===== config.mk =====
export PLATFORM = sky130hd
export DESIGN_NAME = htw_front_flat
export DESIGN_NICKNAME = d
export VERILOG_FILES = /design/src/hdl/htw_pkg.sv /design/src/hdl/htw_if.sv /design/src/hdl/htw_front.sv /design/src/flat_wrapper.sv
export SDC_FILE = /design/constraint.sdc
export NUM_CORES = 1
export LEC_CHECK = 0
export BUFFER_PORTS_ARGS = -buffer_cell sky130_fd_sc_hd__buf_4
export CORE_ASPECT_RATIO = 1.25
export CORE_MARGIN = 1.5
export CORE_UTILIZATION = 50
export CTS_BUF_LIST = sky130_fd_sc_hd__clkbuf_16
export DETAILED_ROUTE_END_ITERATION = 6
export PLACE_DENSITY = 0.84
export SLEW_MARGIN = 40
export SYNTH_ARGS = -nofsm -noshare
export SYNTH_HDL_FRONTEND = slang
export SYNTH_SLANG_ARGS = --single-unit

===== constraint.sdc =====
create_clock -name i_clk -period 8.1 [get_ports i_clk]
set_input_delay 0.405 -clock i_clk [delete_from_list [all_inputs] [get_ports i_clk]]
set_output_delay 0.405 -clock i_clk [all_outputs]
set_load 0.01 [all_outputs]

===== src/hdl/htw_pkg.sv =====
`default_nettype none

package htw_pkg;

    // entry pointers are 7 bits wide, all ones marks the end of a list
    localparam int PTR_W = 7;
    localparam logic [PTR_W-1:0] NIL = 7'd127;
    localparam logic [2*PTR_W-1:0] EMPTY_ENDS = {NIL, NIL};

    typedef logic [PTR_W-1:0] t_ptr;
    typedef logic [2*PTR_W-1:0] t_ends;

    // classified request kinds
    typedef enum logic [1:0] {
        OP_ADD  = 2'd0,
        OP_NOW  = 2'd1,
        OP_TICK = 2'd2
    } t_op;

    // result kinds
    typedef enum logic [1:0] {
        KIND_EXPIRED = 2'd0,
        KIND_NOW     = 2'd1,
        KIND_REJECT  = 2'd2
    } t_kind;

    typedef struct packed {
        t_op         op;
        logic [31:0] handle;
        logic [31:0] session;
        logic [31:0] delay;
    } t_item;

    // queue head seen by the engine
    typedef struct packed {
        logic  valid;
        t_item item;
    } t_qhead;

    // engine controls toward the front
    typedef struct packed {
        logic pop;
        logic hold;
    } t_qctl;

    typedef struct packed {
        logic [31:0] expire;
        logic [31:0] handle;
        logic [31:0] session;
    } t_entry;

    typedef struct packed {
        t_kind       kind;
        logic [31:0] handle;
        logic [31:0] session;
    } t_result;

endpackage

`default_nettype wire


===== src/hdl/htw_if.sv =====
`default_nettype none

// request channel
interface htw_in_if;
    logic        valid;
    logic        ready;
    logic        func;
    logic [31:0] source_handle;
    logic [31:0] session_id;
    logic [31:0] delay_ms;

    modport source (output valid, func, source_handle, session_id, delay_ms, input ready);
    modport sink   (input valid, func, source_handle, session_id, delay_ms, output ready);
endinterface


`default_nettype wire


===== src/hdl/htw_front.sv =====
`default_nettype none

module htw_front
    import htw_pkg::*;
(
    input  wire logic   i_clk,
    input  wire logic   i_rst_n,
    htw_in_if.sink      i_in,
    input  wire t_qctl  i_ctl,
    output t_qhead      o_head
);

    t_item      r_mem [2];
    logic       r_wr;
    logic       r_rd;
    logic [1:0] r_cnt;
    t_item      w_item;
    logic       w_push;

    // classify the incoming request
    always_comb begin
        w_item.handle  = i_in.source_handle;
        w_item.session = i_in.session_id;
        w_item.delay   = i_in.delay_ms;
        if (i_in.func) begin
            w_item.op = OP_TICK;
        end else if (i_in.delay_ms == 32'd0) begin
            w_item.op = OP_NOW;
        end else begin
            w_item.op = OP_ADD;
        end
    end

    assign i_in.ready = (r_cnt != 2'd2) && !i_ctl.hold;
    assign w_push     = i_in.valid && i_in.ready;

    // two-entry queue toward the engine
    always_ff @(posedge i_clk) begin
        if (w_push) begin
            r_mem[r_wr] <= w_item;
        end
        if (!i_rst_n) begin
            r_wr  <= 1'b0;
            r_rd  <= 1'b0;
            r_cnt <= 2'd0;
        end else begin
            if (w_push) begin
                r_wr <= ~r_wr;
            end
            if (i_ctl.pop) begin
                r_rd <= ~r_rd;
            end
            r_cnt <= r_cnt + {1'b0, w_push} - {1'b0, i_ctl.pop};
        end
    end

    assign o_head.valid = (r_cnt != 2'd0);
    assign o_head.item  = r_mem[r_rd];

endmodule

`default_nettype wire


===== src/flat_wrapper.sv =====
// flat-port wrapper written by rule: the top's interface ports become plain ports
module htw_front_flat import htw_pkg::*;
  (i_clk, i_rst_n, i_ctl, o_head, i_in_valid, i_in_func, i_in_source_handle, i_in_session_id, i_in_delay_ms, i_in_ready);
  htw_in_if i_in_i ();
  input  wire logic i_clk;
  input  wire logic i_rst_n;
  input  wire t_qctl i_ctl;
  output t_qhead o_head;
  input wire logic [$bits(i_in_i.valid)-1:0] i_in_valid;
  input wire logic [$bits(i_in_i.func)-1:0] i_in_func;
  input wire logic [$bits(i_in_i.source_handle)-1:0] i_in_source_handle;
  input wire logic [$bits(i_in_i.session_id)-1:0] i_in_session_id;
  input wire logic [$bits(i_in_i.delay_ms)-1:0] i_in_delay_ms;
  output wire logic [$bits(i_in_i.ready)-1:0] i_in_ready;
  assign i_in_i.valid = i_in_valid;
  assign i_in_i.func = i_in_func;
  assign i_in_i.source_handle = i_in_source_handle;
  assign i_in_i.session_id = i_in_session_id;
  assign i_in_i.delay_ms = i_in_delay_ms;
  assign i_in_ready = i_in_i.ready;
  htw_front u_core (.i_clk(i_clk), .i_rst_n(i_rst_n), .i_in(i_in_i), .i_ctl(i_ctl), .o_head(o_head));
endmodule

==> metrics <==
die span in y 139.6 um; # fillers 959; Power per Cell Area between 200 and 250 nW/um2; post-cts sizing count 0; worst-path fanout max between 40 and 50; leakage 3.630 nW; drt pass-1 iters 7; Critical Path RT about 7700 ps; Unique masters post-synth 21; cell mode on critical path buf_4; CP arrival around 2500 ps; I/O Buffers around 200; setup_tns 0 ps; cells on worst reg2reg path 4; TritonCTS buffer count 19; Placement Rows 49; critical path launch point type flip-flop; placed cells 714; Non-Filler Instances 748; clk slew on worst S/H paths approximately 60 ps; Slew @ Worst Pin 777.7 ps; Hold Buf Count CTS 0; layout cells sized above 1 57.72%; Relative slew margins 48.15%; mapped cell area 7460 um2; clock sink total 201; H-tree depth 1; Crit-path slowest cell dfxtp_4; grt ovf 0; peak per-stage delay on the critical path 720 ps; syn_area_per_cell 21.81 um2; syn_nets about 450; # IOs between 200 and 250; sequential cell area fraction in the yosys report approximately four fifths; minimum clock period slightly below 3000 ps; root buf cell clkbuf_16; Synth Register Bits around 200; postcts setup bufs 0; Yosys Warn Count 0; Max IR drop VDD 0.1780 mV; Final ANT Viol Nets 0; core area 14470 um2; dpl hpwl a little over 9000 um; vias in the first global route 4186; worst path cell trace buf_4 -> buf_12 -> mux2_2 -> buf_4; CTS tree built; gpl congestion 0.7432; Final period util 35.76%; status finished with violations; MaxCap Viol Count 0; Die ar. approximately 16000 um2; kind of critical path flip-flop to output pin; max-slew violations 0; Vias/cell 5.175; diode count 0; gr usage total 17.44%; DRC Markers 2; Vias 3871; final wirelength 13830 um; Setup-failing EPs final 0; initial antenna violation count 0; DR iter-0 viols between 200 and 250; largest net degree at the start of global routing 60; hold depth 1; RSZ-0062 raised after global routing false; Clock Latency Late Sink 470 ps; first-pass GRT wire length 21490 um; synthesis-to-layout area growth 30.16%; clk buf depth 3; Starting Density 51.56%; post-DR wirelength/cell 18.49 um; crit end category output pin; Mapped Cells 342; failing checks design-rule violations; die width 112.3 um; Setup Skew 19.93 ps; fmax 0.3453 GHz; HP Class input pin to flip-flop; Fin. Hold Viols 0; Layout Nets 662
-- worst max-delay path, delay by kind of cell (launching register included) --
kind	cells	cell delay, ps
buffers and inverters	3	840
flip-flops	1	720
multiplexers	1	390
-- area by class of cell --
type / count / area, um2 / share of cell area, %
tap: 178 / 222.7 / 2.294
timing repair buffer: 206 / 1559 / 16.06
clock buffer: 19 / 475.5 / 4.897
inverter: 3 / 11.26 / 0.1160
sequential: 201 / 5989 / 61.69
multi-input combinational: 127 / 1394 / 14.36
clock inverter: 14 / 57.56 / 0.5928
-- cells in the mapped netlist --
library cell,count,area [um2]
buf_6,4,45.04
xnor2_1,2,17.52
edfxtp_1,196,5886
nor2_1,2,7.510
dfxtp_1,5,100.1
nor2b_1,1,6.260
nor3_1,2,10.01
and2_1,5,31.28
nor4_1,7,43.79
nand4_1,2,12.51
or2_2,1,6.260
inv_1,3,11.26
nor4_2,1,12.51
o31a_1,1,8.760
ha_1,2,25.02
xor2_1,1,8.760
or3_1,1,6.260
o21a_1,1,7.510
buf_2,7,35.03
mux2_4,20,300.3
mux2_2,78,878.3
-- cell families after synthesis --
group           after synthesis  share of synthesized area [%]
buf+inv                      14                          1.224
simple gates                 22                          1.828
xor+xnor                      3                         0.3523
compound gates                2                         0.2181
mux                          98                          15.80
fa+ha+maj                     2                         0.3354
flops                       201                          80.24
-- cell usage in the layout, fill, tap and decap left out, drive strengths merged --
| cell type | count |
|---|---|
| dfxtp | 5 |
| clkinvlp | 1 |
| clkinv | 6 |
| or2 | 1 |
| nor2b | 1 |
| buf | 206 |
| clkbuf | 19 |
| and2 | 5 |
| xnor2 | 2 |
| o21a | 1 |
| nand4 | 2 |
| or3 | 1 |
| edfxtp | 196 |
| ha | 2 |
| nor2 | 2 |
| mux2 | 98 |
| o31a | 1 |
| inv | 10 |
| xor2 | 1 |
| nor3 | 2 |
| nor4 | 8 |
-- per-layer routing --
metal | track usage [%] | up-vias | wire (um)
met3 | 3.833 | 29 | 906
met1 | 21.18 | 1892 | 5379
met5 | 0 | - | 0
li1 | - | 1790 | -
met4 | 6.196 | 0 | 316
met2 | 30.77 | 160 | 7231
-- per-stage QoR --
step	cell area (um2)	total power, mW	hold WS (ps)	util [%]	setup slack [ps]
finish	9709	2.296	117.7	67.10	5204
global route	9709	2.379	97.16	67.10	5067
CTS	9689	2.315	99.94	66.97	5043
detailed placement	9156	1.556	567.0	63.28	5542
global placement	9156	1.545	555.7	63.28	5582
floorplan	7460	1.406	503.9	-	1602
-- report_power, final --
group | switching [mW] | internal (mW) | leakage (nW)
combinational | 0.135 | 0.168 | 1.51
sequential | 0.0221 | 1.21 | 1.83
clock | 0.340 | 0.423 | 0.283
total | 0.498 | 1.80 | 3.63
-- state kept, by name, indices dropped and copies added, names as in the netlist, named ones only --
register	flops
u_core.r_mem	196
u_core.r_cnt	2
u_core.r_rd	1
u_core.r_wr	1
-- worst paths after layout --
| check | start | to | slack [ps] |
|---|---|---|---|
| setup / recovery | flip-flop | o_head[4] | 5200 |
| setup reg to reg | u_core.r_cnt[1]$_SDFF_PN0_ | u_core.r_mem[1][23]$_DFFE_PP_ | 5640 |
| hold / removal | i_in_source_handle[30] | u_core.r_mem[0][94]$_DFFE_PP_ | 120 |
| hold reg to reg | u_core.r_rd$_SDFFE_PN0P_ | flip-flop | 570 |
Power figures use the tool's default switching activity.
